==> src/hdl/ccu_pkg.sv <==
// ----------------------------------------------------------------------------
// ccu_pkg
// Shared types and constants of the combinatorial counting unit.
// ----------------------------------------------------------------------------
package ccu_pkg;

	localparam int OP_W    = 3;
	localparam int SIZE_W  = 16;
	localparam int VALUE_W = 64;
	localparam int ERR_W   = 2;

	// factor and step count width: n + k - 1 needs one bit more than a count
	localparam int JOB_W = SIZE_W + 1;

	localparam int COUNT_WIDTH_DEF  = 16;
	localparam int RESULT_WIDTH_DEF = 64;

	localparam int QUEUE_DEPTH = 2;

	localparam logic [OP_W-1:0] OP_FACT = 3'd0;
	localparam logic [OP_W-1:0] OP_PERM = 3'd1;
	localparam logic [OP_W-1:0] OP_POW  = 3'd2;
	localparam logic [OP_W-1:0] OP_COMB = 3'd3;
	localparam logic [OP_W-1:0] OP_MSET = 3'd4;

	localparam logic [ERR_W-1:0] ERR_OK    = 2'd0;
	localparam logic [ERR_W-1:0] ERR_PICK  = 2'd1;
	localparam logic [ERR_W-1:0] ERR_EMPTY = 2'd2;
	localparam logic [ERR_W-1:0] ERR_OVF   = 2'd3;

	localparam logic [1:0] MODE_UP    = 2'd0;
	localparam logic [1:0] MODE_DOWN  = 2'd1;
	localparam logic [1:0] MODE_CONST = 2'd2;
	localparam logic [1:0] MODE_BINOM = 2'd3;

	typedef struct packed {
		logic             zero;
		logic [ERR_W-1:0] err;
		logic [1:0]       mode;
		logic [JOB_W-1:0] factor;
		logic [JOB_W-1:0] steps;
	} job_t;

endpackage

==> src/hdl/ccu_if.sv <==
// ----------------------------------------------------------------------------
// ccu_if
// Valid/ready channels of the combinatorial counting unit.
// ----------------------------------------------------------------------------
interface ccu_in_if import ccu_pkg::*; ();
	logic              valid;
	logic              ready;
	logic [OP_W-1:0]   operation;
	logic [SIZE_W-1:0] set_size;
	logic [SIZE_W-1:0] pick_count;

	modport source (output valid, operation, set_size, pick_count, input ready);
	modport sink (input valid, operation, set_size, pick_count, output ready);
endinterface

interface ccu_out_if import ccu_pkg::*; ();
	logic               valid;
	logic               ready;
	logic [VALUE_W-1:0] count_value;
	logic [ERR_W-1:0]   error_code;

	modport source (output valid, count_value, error_code, input ready);
	modport sink (input valid, count_value, error_code, output ready);
endinterface

==> src/hdl/ccu_front.sv <==
// ----------------------------------------------------------------------------
// ccu_front
// Accepts items, checks arguments and turns each into a multiply job.
// ----------------------------------------------------------------------------
module ccu_front import ccu_pkg::*; #(
	parameter int COUNT_WIDTH = COUNT_WIDTH_DEF
) (
	ccu_in_if.sink     in_ch,
	input  logic       q_full,
	output logic       push,
	output job_t       job
);

	localparam logic [SIZE_W-1:0] CMASK = SIZE_W'((64'd1 << COUNT_WIDTH) - 64'd1);

	logic [JOB_W-1:0] n, k, nk, nmk, nm1;

	assign in_ch.ready = !q_full;
	assign push        = in_ch.valid && !q_full;

	assign n   = JOB_W'(in_ch.set_size & CMASK);
	assign k   = JOB_W'(in_ch.pick_count & CMASK);
	assign nk  = n + k - JOB_W'(1);
	assign nmk = n - k;
	assign nm1 = n - JOB_W'(1);

	always_comb begin
		job.zero   = 1'b1;
		job.err    = ERR_OK;
		job.mode   = MODE_UP;
		job.factor = '0;
		job.steps  = '0;
		case (in_ch.operation)
			OP_FACT: begin
				job.zero   = 1'b0;
				job.mode   = MODE_UP;
				job.factor = JOB_W'(2);
				job.steps  = (n >= JOB_W'(2)) ? nm1 : '0;
			end
			OP_PERM: begin
				if (k > n) begin
					job.err = ERR_PICK;
				end else begin
					job.zero   = 1'b0;
					job.mode   = MODE_DOWN;
					job.factor = n;
					job.steps  = k;
				end
			end
			OP_POW: begin
				if (n == '0 && k != '0) begin
					job.err = ERR_EMPTY;
				end else begin
					job.zero   = 1'b0;
					job.mode   = MODE_CONST;
					job.factor = n;
					job.steps  = (n == JOB_W'(1)) ? '0 : k;
				end
			end
			OP_COMB: begin
				if (k > n) begin
					job.err = ERR_PICK;
				end else begin
					job.zero   = 1'b0;
					job.mode   = MODE_BINOM;
					job.factor = n;
					job.steps  = (k > nmk) ? nmk : k;
				end
			end
			OP_MSET: begin
				if (n == '0 && k != '0) begin
					job.err = ERR_EMPTY;
				end else if (n == '0) begin
					job.zero = 1'b0;
				end else begin
					job.zero   = 1'b0;
					job.mode   = MODE_BINOM;
					job.factor = nk;
					job.steps  = (k > nm1) ? nm1 : k;
				end
			end
			default: begin
				job.zero = 1'b1;
			end
		endcase
	end

endmodule

==> src/hdl/ccu_queue.sv <==
// ----------------------------------------------------------------------------
// ccu_queue
// Short job queue between front and back.
// ----------------------------------------------------------------------------
module ccu_queue import ccu_pkg::*; (
	input  logic clk,
	input  logic arst_n,
	input  logic push,
	input  job_t push_job,
	output logic full,
	input  logic pop,
	output logic avail,
	output job_t pop_job
);

	localparam int PW = (QUEUE_DEPTH > 1) ? $clog2(QUEUE_DEPTH) : 1;
	localparam int CW = $clog2(QUEUE_DEPTH + 1);

	job_t          mem_q [QUEUE_DEPTH];
	logic [PW-1:0] wr_q, rd_q;
	logic [CW-1:0] cnt_q;

	assign full    = (cnt_q == CW'(QUEUE_DEPTH));
	assign avail   = (cnt_q != '0);
	assign pop_job = mem_q[rd_q];

	always_ff @(posedge clk) begin
		if (push) begin
			mem_q[wr_q] <= push_job;
		end
	end

	always_ff @(posedge clk or negedge arst_n) begin
		if (!arst_n) begin
			wr_q  <= '0;
			rd_q  <= '0;
			cnt_q <= '0;
		end else begin
			if (push) begin
				wr_q <= (wr_q == PW'(QUEUE_DEPTH - 1)) ? '0 : wr_q + PW'(1);
			end
			if (pop) begin
				rd_q <= (rd_q == PW'(QUEUE_DEPTH - 1)) ? '0 : rd_q + PW'(1);
			end
			cnt_q <= cnt_q + CW'(push) - CW'(pop);
		end
	end

endmodule

==> src/hdl/ccu_back.sv <==
// ----------------------------------------------------------------------------
// ccu_back
// Runs jobs: shift-add multiply, restoring exact divide, saturation check.
// ----------------------------------------------------------------------------
module ccu_back import ccu_pkg::*; #(
	parameter int RESULT_WIDTH = RESULT_WIDTH_DEF
) (
	input  logic clk,
	input  logic arst_n,
	input  logic avail,
	input  job_t job,
	output logic pop,
	ccu_out_if.source out_ch
);

	localparam int RW  = RESULT_WIDTH;
	localparam int PW  = RW + JOB_W;
	localparam int BCW = $clog2(PW);

	localparam logic [1:0] S_IDLE = 2'd0;
	localparam logic [1:0] S_MUL  = 2'd1;
	localparam logic [1:0] S_DIV  = 2'd2;
	localparam logic [1:0] S_CHK  = 2'd3;

	logic [1:0]         state_q;
	logic               ovalid_q;
	logic [VALUE_W-1:0] oval_q;
	logic [ERR_W-1:0]   oerr_q;
	logic [1:0]         mode_q;
	logic [JOB_W-1:0]   f_q, d_q, cnt_q, mplier_q, rem_q;
	logic [PW-1:0]      prod_q, mcand_q;
	logic [BCW-1:0]     bit_q;

	logic [JOB_W:0]   rem_sh, rem_sub;
	logic             ge;
	logic [JOB_W-1:0] f_nx;

	assign out_ch.valid       = ovalid_q;
	assign out_ch.count_value = oval_q;
	assign out_ch.error_code  = oerr_q;

	assign pop = (state_q == S_IDLE) && !ovalid_q && avail;

	assign rem_sh  = {rem_q, prod_q[PW-1]};
	assign rem_sub = rem_sh - {1'b0, d_q};
	assign ge      = (rem_sh >= {1'b0, d_q});

	always_comb begin
		case (mode_q)
			MODE_UP:    f_nx = f_q + JOB_W'(1);
			MODE_CONST: f_nx = f_q;
			default:    f_nx = f_q - JOB_W'(1);
		endcase
	end

	always_ff @(posedge clk) begin
		case (state_q)
			S_IDLE: begin
				mode_q   <= job.mode;
				f_q      <= job.factor;
				cnt_q    <= job.steps;
				d_q      <= JOB_W'(1);
				prod_q   <= '0;
				mcand_q  <= PW'(1);
				mplier_q <= job.factor;
			end
			S_MUL: begin
				if (mplier_q == '0) begin
					rem_q <= '0;
					bit_q <= BCW'(PW - 1);
				end else begin
					if (mplier_q[0]) begin
						prod_q <= prod_q + mcand_q;
					end
					mcand_q  <= {mcand_q[PW-2:0], 1'b0};
					mplier_q <= {1'b0, mplier_q[JOB_W-1:1]};
				end
			end
			S_DIV: begin
				rem_q  <= ge ? rem_sub[JOB_W-1:0] : rem_sh[JOB_W-1:0];
				prod_q <= {prod_q[PW-2:0], ge};
				bit_q  <= bit_q - BCW'(1);
			end
			default: begin
				f_q      <= f_nx;
				d_q      <= d_q + JOB_W'(1);
				cnt_q    <= cnt_q - JOB_W'(1);
				mcand_q  <= PW'(prod_q[RW-1:0]);
				mplier_q <= f_nx;
				prod_q   <= '0;
			end
		endcase
	end

	always_ff @(posedge clk or negedge arst_n) begin
		if (!arst_n) begin
			state_q  <= S_IDLE;
			ovalid_q <= 1'b0;
			oval_q   <= '0;
			oerr_q   <= ERR_OK;
		end else begin
			if (ovalid_q && out_ch.ready) begin
				ovalid_q <= 1'b0;
			end
			case (state_q)
				S_IDLE: begin
					if (pop) begin
						if (job.zero) begin
							ovalid_q <= 1'b1;
							oval_q   <= '0;
							oerr_q   <= job.err;
						end else if (job.steps == '0) begin
							ovalid_q <= 1'b1;
							oval_q   <= VALUE_W'(1);
							oerr_q   <= ERR_OK;
						end else begin
							state_q <= S_MUL;
						end
					end
				end
				S_MUL: begin
					if (mplier_q == '0) begin
						state_q <= (mode_q == MODE_BINOM) ? S_DIV : S_CHK;
					end
				end
				S_DIV: begin
					if (bit_q == '0) begin
						state_q <= S_CHK;
					end
				end
				default: begin
					if (prod_q[PW-1:RW] != '0) begin
						ovalid_q <= 1'b1;
						oval_q   <= VALUE_W'({RW{1'b1}});
						oerr_q   <= ERR_OVF;
						state_q  <= S_IDLE;
					end else if (cnt_q == JOB_W'(1)) begin
						ovalid_q <= 1'b1;
						oval_q   <= VALUE_W'(prod_q[RW-1:0]);
						oerr_q   <= ERR_OK;
						state_q  <= S_IDLE;
					end else begin
						state_q <= S_MUL;
					end
				end
			endcase
		end
	end

endmodule

==> src/hdl/combinatorial_counting_unit.sv <==
// ----------------------------------------------------------------------------
// combinatorial_counting_unit
// Factorial, permutations, power, binomial and multiset counts, saturating.
// ----------------------------------------------------------------------------
// channel  dir  payload
// in_ch    in   operation, set_size, pick_count
// out_ch   out  count_value, error_code
//
// One item runs a chain of multiply steps; each step is a shift-add multiply
// over the factor bits, for binomial forms a restoring divide that yields
// RESULT_WIDTH+17 quotient bits, and a saturation check. Binomial chains
// end within about 35 steps, the others within about RESULT_WIDTH short
// steps. Reset empties the queue and the output register. A two-item queue
// lets the front accept while the back is busy or its result is stalled.
// ----------------------------------------------------------------------------
module combinatorial_counting_unit import ccu_pkg::*; #(
	parameter int COUNT_WIDTH  = COUNT_WIDTH_DEF,
	parameter int RESULT_WIDTH = RESULT_WIDTH_DEF
) (
	input  logic       clk,
	input  logic       arst_n,
	ccu_in_if.sink     in_ch,
	ccu_out_if.source  out_ch
);

	logic q_full, push, pop, avail;
	job_t push_job, pop_job;

	ccu_front #(.COUNT_WIDTH(COUNT_WIDTH)) u_front (
		.in_ch  (in_ch),
		.q_full (q_full),
		.push   (push),
		.job    (push_job)
	);

	ccu_queue u_queue (
		.clk      (clk),
		.arst_n   (arst_n),
		.push     (push),
		.push_job (push_job),
		.full     (q_full),
		.pop      (pop),
		.avail    (avail),
		.pop_job  (pop_job)
	);

	ccu_back #(.RESULT_WIDTH(RESULT_WIDTH)) u_back (
		.clk    (clk),
		.arst_n (arst_n),
		.avail  (avail),
		.job    (pop_job),
		.pop    (pop),
		.out_ch (out_ch)
	);

endmodule

==> src/flat_wrapper.sv <==
// flat-port wrapper written by rule: the top's interface ports become plain ports
module combinatorial_counting_unit_flat import ccu_pkg::*;
#(
	parameter int COUNT_WIDTH  = COUNT_WIDTH_DEF,
	parameter int RESULT_WIDTH = RESULT_WIDTH_DEF
)
  (clk, arst_n, in_ch_valid, in_ch_operation, in_ch_set_size, in_ch_pick_count, in_ch_ready, out_ch_valid, out_ch_count_value, out_ch_error_code, out_ch_ready);
  ccu_in_if in_ch_i ();
  ccu_out_if out_ch_i ();
  input  logic clk;
  input  logic arst_n;
  input wire logic [$bits(in_ch_i.valid)-1:0] in_ch_valid;
  input wire logic [$bits(in_ch_i.operation)-1:0] in_ch_operation;
  input wire logic [$bits(in_ch_i.set_size)-1:0] in_ch_set_size;
  input wire logic [$bits(in_ch_i.pick_count)-1:0] in_ch_pick_count;
  output wire logic [$bits(in_ch_i.ready)-1:0] in_ch_ready;
  output wire logic [$bits(out_ch_i.valid)-1:0] out_ch_valid;
  output wire logic [$bits(out_ch_i.count_value)-1:0] out_ch_count_value;
  output wire logic [$bits(out_ch_i.error_code)-1:0] out_ch_error_code;
  input wire logic [$bits(out_ch_i.ready)-1:0] out_ch_ready;
  assign in_ch_i.valid = in_ch_valid;
  assign in_ch_i.operation = in_ch_operation;
  assign in_ch_i.set_size = in_ch_set_size;
  assign in_ch_i.pick_count = in_ch_pick_count;
  assign in_ch_ready = in_ch_i.ready;
  assign out_ch_valid = out_ch_i.valid;
  assign out_ch_count_value = out_ch_i.count_value;
  assign out_ch_error_code = out_ch_i.error_code;
  assign out_ch_i.ready = out_ch_ready;
  combinatorial_counting_unit #(.COUNT_WIDTH(COUNT_WIDTH), .RESULT_WIDTH(RESULT_WIDTH)) u_core (.clk(clk), .arst_n(arst_n), .in_ch(in_ch_i), .out_ch(out_ch_i));
endmodule
==> config.mk <==
export PLATFORM = sky130hd
export DESIGN_NAME = combinatorial_counting_unit_flat
export DESIGN_NICKNAME = d
export VERILOG_FILES = /design/src/hdl/ccu_pkg.sv /design/src/hdl/ccu_if.sv /design/src/hdl/ccu_front.sv /design/src/hdl/ccu_queue.sv /design/src/hdl/ccu_back.sv /design/src/hdl/combinatorial_counting_unit.sv /design/src/flat_wrapper.sv
export SDC_FILE = /design/constraint.sdc
export NUM_CORES = 1
export LEC_CHECK = 0
export BUFFER_PORTS_ARGS = -buffer_cell sky130_fd_sc_hd__buf_4
export CAP_MARGIN = 15
export CELL_PAD_IN_SITES_DETAIL_PLACEMENT = 1
export CELL_PAD_IN_SITES_GLOBAL_PLACEMENT = 1
export CORE_MARGIN = 2
export CORE_UTILIZATION = 50
export DETAILED_ROUTE_END_ITERATION = 10
export GPL_ROUTABILITY_DRIVEN = 0
export GPL_TIMING_DRIVEN = 0
export PLACE_DENSITY_LB_ADDON = 0.1
export SETUP_SLACK_MARGIN = 0.3
export SLEW_MARGIN = 20
export SYNTH_ARGS = -nofsm -noshare
export SYNTH_HDL_FRONTEND = slang
export SYNTH_SLANG_ARGS = --single-unit
==> constraint.sdc <==
create_clock -name clk -period 7.6 [get_ports clk]
set_clock_uncertainty 0.1 [all_clocks]
set_input_delay 0.38 -clock clk [delete_from_list [all_inputs] [get_ports clk]]
set_output_delay 0.38 -clock clk [all_outputs]
set_load 0.05 [all_outputs]
Word level (Yosys, flattened, before mapping)
Memories as Yosys holds them, arrays and structs flattened.
Index checks and enable logic that the tools add are counted.

operators by class
  reduce and logical (&&, ||, !) cells = 27
  order comparisons = 5
  muxes and demuxes = 64
  equality and inequality tests = 19
  bitwise operators = 2
  add/subtract/negate cells = 15

operator list
  cell                                                                   number
  64-bit 2-to-1 mux                                                      5
  81-bit 2-to-1 mux                                                      3
  81-bit one-hot mux with 3 select lines                                 1
  36-bit one-hot mux with 5 select lines                                 1
  17-bit one-hot mux with 2 select lines                                 5
  81-bit one-hot mux with 2 select lines                                 1
  36-bit 2-to-1 mux                                                      4
  64-bit one-hot mux with 2 select lines                                 1
  17-bit 2-to-1 mux                                                      6
  81-bit adder                                                           1
  17-bit logical NOT                                                     3
  17-bit one-hot mux with 3 select lines                                 1
  17-bit by 1-bit subtractor with 17-bit output (second input constant)  3
  35-bit 2-to-1 mux                                                      1
  17-bit by 1-bit adder with 17-bit output (second input constant)       2
  16-bit by 17-bit > comparator with 1-bit output                        2
  17-bit nonzero test                                                    2
  2-bit 2-to-1 mux                                                       11
  18-bit by 17-bit >= comparator with 1-bit output                       1
  16-bit by 16-bit adder with 17-bit output                              1
  17-bit by 1-bit == test with 1-bit output (second input constant)      1
  16-bit by 1-bit subtractor with 17-bit output (second input constant)  1
  16-bit by 16-bit subtractor with 17-bit output                         1
  17-bit subtractor                                                      1
  35 further kinds                                                       73

storage, ports and cells
  bits in writable memories = 78
  register bits = 329
  output and inout bits = 68
  input bits = 39
  memories = 1
  logic and storage cells = 149

memory list
  name                  words  bits a word  read ports  clocked after Yosys merged registers in  write ports  RTL line         text
  u_core.u_queue.mem_q  2      39           1           0                                        1            ccu_queue.sv:19  job_t mem_q [QUEUE_DEPTH];

Logic depth before layout (Yosys ltp)
Gate-level depths: netlist (run 1).

  depth in word-level cells = 6
  gate-level depth with buffers = 23
  gate-level depth less buffers = 22

Cells and area by module
From an unflattened synthesis (run 1), not the netlist that was laid out.

unflattened totals
  cells, all modules = 2742
  area, all modules = 26924.6 µm²

by module, submodules not included
  module     cells each  times used  sequential area each (µm²)  area each (µm²)
  ccu_back   2123        1           9414.0                      20433.3
  ccu_front  483         1           0.0                         3465.8
  ccu_queue  136         1           2442.3                      3025.4

Worst setup path after synthesis (run 1)
No wires, ideal clock.

  path type = reg2reg
  start point = register u_core.u_back.state_q[1]
  end point = register u_core.u_back.mcand_q[0] (enable)
  buffers on the path = 3
  data arrival time = 5.829 ns
  slack = 1.084 ns
  stages on the path, launching flop included = 7
  clock period less this slack = 6.516 ns
  required time = 6.913 ns
  setup time = 0.587 ns
  cells stage by stage = dfrtp_1 -> inv_1 -> ha_1 -> clkbuf_1 -> clkbuf_1 -> clkbuf_1 -> a21oi_1

on the way
  longest elaborated chain between the ends = 3
  elaborated cells between the ends (all ways) = 5
  classes of those cells = 3 x eq/ne; 1 x bitwise; 1 x reduce/logical

RTL lines
  element                                                                    RTL line         text
  start: declaration                                                         ccu_back.sv:25   logic [1:0] state_q;
  start signal: assignment                                                   ccu_back.sv:123  state_q <= (mode_q == MODE_BINOM) ? S_DIV : S_CHK;
  2-bit by 1-bit == test with 1-bit output or 2-bit == test (tied branches)  ccu_back.sv:57   case (state_q)
  2-bit inequality test (no source line) or 1-bit inverter (tied branches)   -
  2-bit AND reduction (no source line) (*)                                   -
  end signal: assignment                                                     ccu_back.sv:75   mcand_q <= {mcand_q[PW-2:0], 1'b0};
  end signal: assignment                                                     ccu_back.sv:88   mcand_q <= PW'(prod_q[RW-1:0]);
  end: declaration                                                           ccu_back.sv:31   logic [PW-1:0] prod_q, mcand_q;

Every way passes the cells marked *; elsewhere a longest branch is shown, timed or not.
A chain may end at the register's enable or synchronous reset.

==> results of run 1 <==
## cells in the mapped netlist, types with 13 or more instances
| library cell | n | share of area [%] |
|---|---|---|
| edfxtp_1 | 334 | 37 |
| nand2_1 | 272 | 3.8 |
| nor2_1 | 255 | 3.5 |
| ha_1 | 203 | 9.4 |
| a21oi_1 | 162 | 3.0 |
| o21ai_0 | 150 | 2.8 |
| inv_1 | 140 | 1.9 |
| clkbuf_1 | 134 | 1.9 |
| xnor2_1 | 124 | 4.0 |
| a21o_1 | 77 | 2.1 |
| o31ai_1 | 74 | 2.1 |
| dfrtp_1 | 73 | 6.8 |
| a22o_1 | 64 | 2.1 |
| nand3_1 | 57 | 1.1 |
| a22oi_1 | 51 | 1.4 |
| nor3_1 | 51 | 0.95 |
| xor2_1 | 51 | 1.7 |
| nand4_1 | 45 | 1.0 |
| mux2i_1 | 43 | 1.6 |
| nor4_1 | 34 | 0.79 |
| mux2_2 | 33 | 1.4 |
| and2_1 | 32 | 0.74 |
| nor2b_1 | 26 | 0.60 |
| o21bai_1 | 26 | 0.72 |
| a31oi_1 | 19 | 0.44 |
| nand2b_1 | 18 | 0.42 |
| o211ai_1 | 17 | 0.47 |
| and3_1 | 16 | 0.37 |
| a211oi_1 | 15 | 0.42 |
| o21a_1 | 13 | 0.36 |
## kinds of logic after synthesis
| family | Yosys count |
|---|---|
| buffers and inverters | 285 |
| AOI/OAI and AO/OA | 768 |
| and+or+nand+nor | 843 |
| DFF | 407 |
| xor gates and xnor gates | 175 |
| adders and majority gates | 210 |
| muxes | 76 |
## power groups by stage
stage	registers (µW)	clock network, µW	logic [µW]
2_1_floorplan	4900	0	4990
3_3_place_gp	4520	0	7580
3_5_place_dp	4460	0	8050
4_1_cts	4430	2520	8170
5_1_grt	4540	2600	8980
6_report	4440	2500	8220
## sequential cells by signal, summed over array words and instances (netlist names), 64 cells and up
register / count
u_core.u_back.mcand_q: 81
u_core.u_back.prod_q: 81
u_core.u_queue.mem_q: 78
u_core.u_back.out_ch.count_value: 64
## cell type report
cell class | instances | area [µm²]
Inverter | 142 | 533
Clock inverter | 28 | 392
Tap cell | 696 | 871
Multi-Input combinational cell | 2072 | 14100
Fill cell | 6011 | 23000
Timing Repair Buffer | 114 | 1030
Clock buffer | 58 | 1280
Buffer | 143 | 551
Sequential cell | 407 | 11900
## metal layers
layer / vias up / part of all wire, % / wire, µm
met3: 165 / 4.4 / 3730
met4: 0 / 3.0 / 2550
li1: 10500 / - / -
met5: - / 0 / 0
met2: 593 / 47 / 40000
met1: 11500 / 46 / 38800
## worst min path at each step
stage | cells after the start | endpoint | startpoint
2_1_floorplan | 0 | u_core.u_back.out_ch.count_value[0] | arst_n
3_3_place_gp | 2 | u_core.u_back.out_ch.count_value[34] | u_core.u_back.out_ch.count_value[34]
3_5_place_dp | 2 | u_core.u_back.out_ch.count_value[10] | u_core.u_back.out_ch.count_value[10]
4_1_cts | 2 | u_core.u_queue.mem_q[0][2] | in_ch_pick_count[2]
5_1_grt | 2 | u_core.u_queue.mem_q[0][2] | in_ch_pick_count[2]
6_report | 2 | u_core.u_queue.mem_q[1][2] | in_ch_pick_count[2]
## cell usage in the layout (no fill, tap or decap), types with 45 or more instances in the layout
cell type,Yosys,layout
a21o_1,77,77
a21oi_1,162,161
a22o_1,64,64
a22oi_1,51,51
buf_4,0,102
clkbuf_1,134,140
clkbuf_16,0,48
dfrtp_1,73,73
edfxtp_1,334,334
ha_1,203,203
inv_1,140,140
nand2_1,272,272
nand3_1,57,57
nand4_1,45,45
nor2_1,255,253
nor3_1,51,51
o21ai_0,150,150
o31ai_1,74,74
xnor2_1,124,124
xor2_1,51,51
## metrics by stage
step / TNS, ns / cells / instance area, µm² / setup slack (ns)
after global placement: -204.95 / 3563 / 28600 / -2.10
after detailed placement: 0 / 3573 / 28900 / 1.98
after global routing: 0 / 3660 / 30600 / 2.19
after CTS: 0 / 3660 / 30600 / 2.51
final: 0 / 3660 / 30600 / 2.43
after floorplan: 0 / 2764 / 27000 / 1.08
==> out/results.ini, run 1 <==
[grt]
grt-ovfl-total=0
grt_use_total_pct=30.4
antenna_found_initial=0
grt_pass1_wl_um=135000
top_usage_layer=met2
use_met3_pct=3.77
grt_pass1_vias=23900
met2_usage_pct=50.7
grt_max_degree=74
grt_use_met1_pct=41.5

[synthesis]
yosysSeqAreaShare_pct=44.0
yosys_warnings=0
synth_compound_area_share_pct=19.1
syn_area_um2=27000
synth_nets=3011
synthDistinctLibCells=76
synth_edf_count=334
ys_ff_latch=407
muxShareOfSynthArea_pct=2.97
synth_adder_area_share_pct=9.87
ys.flop_type=edfxtp_1
netlist_instances=2764
syn_avg_cell_area_um2=9.76
synth_top_family_by_area=compound AO/OA/AOI/OAI gates
synth-async-reset-ratio_pct=17.9
synthSimpleGateAreaFrac_pct=14.4
synth_xor_area_share_pct=5.68

[clock_network]
cts_root_buf=clkbuf_16
cts_tree=built
clk_path_buf_depth=3
cts_sinks=407
postCtsHoldBufs=1
post_cts_buffers=0
numCtsBuffers=46
clkSlewWorstSetupHoldPaths_ns=0.06
htree_levels=2
cts_resized=0
clk_latency_ns=0.60

[critical_path]
reg2reg_depth=10
crit_fanout=10
worstPathBufferInverterCount=2
startpoint_type=input pin
crit_slowest_cell=o41ai_1
critical_path_arrival_ns=5.48
cp-endpoint=u_core.u_queue.mem_q[1][11]
required_ns=7.90
rrSetupSlack_ns=2.47
cp_cell_sequence=buf_4 > inv_1 > ha_1 > o21bai_1 > a21o_1 > a21oi_1 > o21a_1 > o41ai_1 > a311oi_2 > o21bai_1 > a21oi_1 > xnor2_1 > ha_1 > nand4_1 > o41ai_1 > nor3_2 > o21ai_2 > a221o_1
crit_path_start=in_ch_set_size[1]
slowest_delay_ns=0.75
cp_top_family=compound AO/OA/AOI/OAI gates
crit_path_end_kind=flip-flop
r2r-start=u_core.u_back.prod_q[72]
worst-path-stages=18
path_class=input pin to flip-flop
r2r-end=u_core.u_back.out_ch.error_code[1]

[floorplan]
die_h_um=236
ios=107
num_rows=85
core_area_um2=53600
initial_core_util_pct=50.3
die_w_um=236
dieArea_um2=55800

[sta]
drv_slew=0
hold_ws_ns=0.0825
hold_viol=0
min_period_over_period_pct=68.1
relSlewSlack_pct=24.2
maxClockFrequency_mhz=193
tightest_slew_ns=1.13
setup_viol=0
rsz0062_at_grt=no
fin_crit_ns=5.17

[routing]
via_count=22800
drtIter0Drc=1649
dr.pass1.iters=5
drt_wl_total_um=85100
wl_per_cell_um=23.3
drcViolationCount=0
viasPerCell=6.22
drtAntennaViolNets=0

[power_and_ir_drop]
internal-power_uw=8040
clockPowerShare_pct=16.5
p_sw_uw=7120
p_comb_share_pct=54.2
p_seq_share_pct=29.3
cellLeakagePower_uw=0.0128
peakVddDrop_mv=0.236
power_uw=15200
swShare_pct=47.0
p_per_area_nw_per_um2=496

[placement]
dp_hpwl_um=63100
numPortBuffers=103

[finish]
finish.net_count=3173
areaGrowthSynthToFinish_pct=13.4
drive_above_1_share_pct=8.67
fin_util_pct=57.0
antenna_cells=0

[worst_hold_path]
hp-class=input pin to flip-flop

[run_status]
status=finished clean

[flow_run]
max-cap-violations=0

No activity file was read; power rests on OpenSTA's default activity.
==> run 2, diff against run 1 <==
--- a/config.mk
+++ b/config.mk
@@ -10,7 +10,7 @@
 export CELL_PAD_IN_SITES_DETAIL_PLACEMENT = 1
 export CELL_PAD_IN_SITES_GLOBAL_PLACEMENT = 1
 export CORE_MARGIN = 2
-export CORE_UTILIZATION = 50
+export CORE_UTILIZATION = 45
 export DETAILED_ROUTE_END_ITERATION = 10
 export GPL_ROUTABILITY_DRIVEN = 0
 export GPL_TIMING_DRIVEN = 0
==> constraint.sdc (replaced) <==
create_clock -name clk -period 4.7 [get_ports clk]
set_clock_uncertainty 0.1 [all_clocks]
set_input_delay 0.235 -clock clk [delete_from_list [all_inputs] [get_ports clk]]
set_output_delay 0.235 -clock clk [all_outputs]
set_load 0.05 [all_outputs]
==> run 2 against run 1 <==
Compared with the run above:
- count of clock-buffer cells in the layout up 13
- sequential cell count is the same
- non-clock buffer count up 28
- utilization shrank 4.7 points
- critical path depth fell by 3
- wire length decreased by 0.31%
- sequential share of layout area fell by 0.49 points
- hold slack lost 0.041 ns
- register-to-register slack worse by 2.0 ns
- critical endpoint is now u_core.u_queue.mem_q[1][1]
==> out/results.ini, run 2 (same netlist as run 1, synthesis figures left out) <==
[finish]
multiInputGateArea_um2=14200  ; +1.2%
instances_no_fill=3765  ; +2.9%
reg_top3=u_core.u_back.mcand_q (81), u_core.u_back.prod_q (81), u_core.u_queue.mem_q (78)
finish.net_count=3201  ; +0.88%
drive_above_1_share_pct=9.19  ; +0.52 points
final_common_cell=edfxtp_1
areaGrowthSynthToFinish_pct=14.9
final_cell_mix=334 x edfxtp_1, 272 x nand2_1, 252 x nor2_1
fill_cells=6635  ; +10%
ff_latch_area_um2=11900  ; unchanged

[critical_path]
crit_path_end_kind=flip-flop
slowest_delay_ns=0.57  ; -0.18 ns
critical_path_arrival_ns=4.55  ; -0.93 ns
crit_fanout=5  ; -5
path_class=input pin to flip-flop
cp_top_family=compound AO/OA/AOI/OAI gates
rrSetupSlack_ns=0.45  ; -2.02 ns
crit_top_cell=o41a_1
r2r-end=u_core.u_back.prod_q[64]
reg2reg_depth=13  ; +3
cp_cell_sequence=dlygate4sd3_1 > buf_4 > inv_1 > ha_2 > o41a_1 > o41a_1 > o31ai_4 > xnor2_1 > ha_1 > o21ai_0 > a22oi_1 > a31oi_2 > nor3_2 > o211ai_1 > a221o_1
crit_slowest_cell=dlygate4sd3_1
worstPathBufferInverterCount=3  ; +1
r2r-start=u_core.u_back.prod_q[0]
required_ns=4.91  ; -2.99 ns
startpoint_type=input pin

[clock_network]
cts_sinks=407  ; unchanged
clk_latency_ns=0.59  ; about the same
htree_levels=2  ; unchanged
clk_path_buf_depth=3  ; unchanged
cts_root_buf=clkbuf_16
cts_tree=built
numCtsBuffers=46  ; unchanged
clkSlewWorstSetupHoldPaths_ns=0.06  ; about the same

[flow_run]
max-cap-violations=0  ; unchanged

[routing]
drtIter0Drc=1430  ; -13%
drtAntennaViolNets=0  ; unchanged
via_count=22600  ; -0.83%
drcViolationCount=0  ; unchanged
drt_wl_total_um=84900  ; -0.31%
viasPerCell=5.99  ; -3.6%
wl_per_cell_um=22.5  ; -3.1%
dr.pass1.iters=5  ; unchanged

[power_and_ir_drop]
power_uw=24200  ; +60%
peakVddDrop_mv=0.345  ; +46%
p_per_area_nw_per_um2=783  ; +58%
cellLeakagePower_uw=0.0129  ; +0.75%

[sta]
min_period_over_period_pct=92.3
tightest_slew_ns=1.14  ; +0.0139 ns
maxClockFrequency_mhz=231
rsz0062_at_grt=no
setup_viol=0  ; unchanged
hold_viol=0  ; unchanged
fin_crit_ns=4.34
drv_slew=0  ; unchanged
relSlewSlack_pct=23.3  ; -0.93 points

[floorplan]
core_area_um2=59100  ; +10%
die_h_um=249  ; +5.3%
ios=107  ; unchanged
die_w_um=249  ; +5.3%
initial_core_util_pct=45.6  ; -4.7 points
dieArea_um2=61900  ; +11%
num_rows=89  ; +4.7%

[run_status]
status=finished clean

[grt]
grt_max_degree=74  ; unchanged
grt-ovfl-total=0  ; unchanged
grt_pass1_vias=23400  ; -2.2%
antenna_found_initial=2  ; +2
grt_use_total_pct=27.1  ; -3.4 points
grt_pass1_wl_um=134000  ; -0.83%

[worst_hold_path]
whs_endpoint=u_core.u_queue.mem_q[0][28]
hold_path_depth=3  ; +1
hp-class=input pin to flip-flop
worstHoldStart=in_ch_set_size[11]

[placement]
numPortBuffers=103  ; unchanged
place_inst=3650  ; +2.2%
dp_hpwl_um=64100  ; +1.7%

run 2: report_power, final:
group,switching [µW],internal [µW]
clock,1540,2140
combinational,8850,4550
sequential,1060,6100
run 2: cell type report:
class / count / area share, %
timing repair buffer: 142 / 4.21
inverter: 142 / 1.72
clock inverter: 14 / 0.424
buffer: 143 / 1.80
antenna: 1 / 0.00808
sequential: 407 / 38.3
clock buffer: 71 / 4.48
multi-input combinational: 2072 / 45.9
tap: 773 / 3.12
run 2: what timing repair did:
action	4_1_cts	5_1_grt
endpoints found under the hold margin	114	0
hold buffers	23	0
gates resized for setup	7	27
setup buffers	0	6
pin swaps	0	9
setup endpoints to repair	51	63
run 2: through the flow:
stage	hold slack, ns	setup TNS [ns]	area, µm²	setup slack, ns	util, %
after floorplan	-0.161	0	27000	0.470	-
after global placement	0.371	-122.47	28700	-0.755	48.6
after detailed placement	0.372	-21.64	29000	-0.751	49.0
after CTS	0.00238	0	30800	0.310	52.1
after global routing	0.0399	0	31000	0.295	52.4
final	0.0411	0	31000	0.364	52.4
run 2: worst max-delay path by stage:
stage / from / end / slack, ns / depth (start not counted)
6_report: in_ch_pick_count[7] / u_core.u_queue.mem_q[1][1] / 0.36 / 15
5_1_grt: in_ch_set_size[0] / u_core.u_queue.mem_q[0][1] / 0.30 / 22
4_1_cts: u_core.u_back.prod_q[0] / u_core.u_back.prod_q[64] / 0.31 / 13
3_5_place_dp: in_ch_set_size[1] / u_core.u_queue.mem_q[0][5] / -0.75 / 19
3_3_place_gp: in_ch_set_size[1] / u_core.u_queue.mem_q[0][5] / -0.75 / 19
2_1_floorplan: in_ch_pick_count[1] / u_core.u_queue.mem_q[0][2] / 0.47 / 18
run 2: layer usage:
layer  global-route usage [%]  vias up  routed length (µm)
met5                        0        -                   0
met4                     7.57        0                2290
met2                     44.7      511               39700
met1                     37.6    11300               39600
li1                         -    10600                   -
met3                     3.16      151                3360
run 2: worst min-delay path: stages:
cell and delay [ns]:
buf_4 0.13, nand2_1 0.05, o21ai_0 0.16
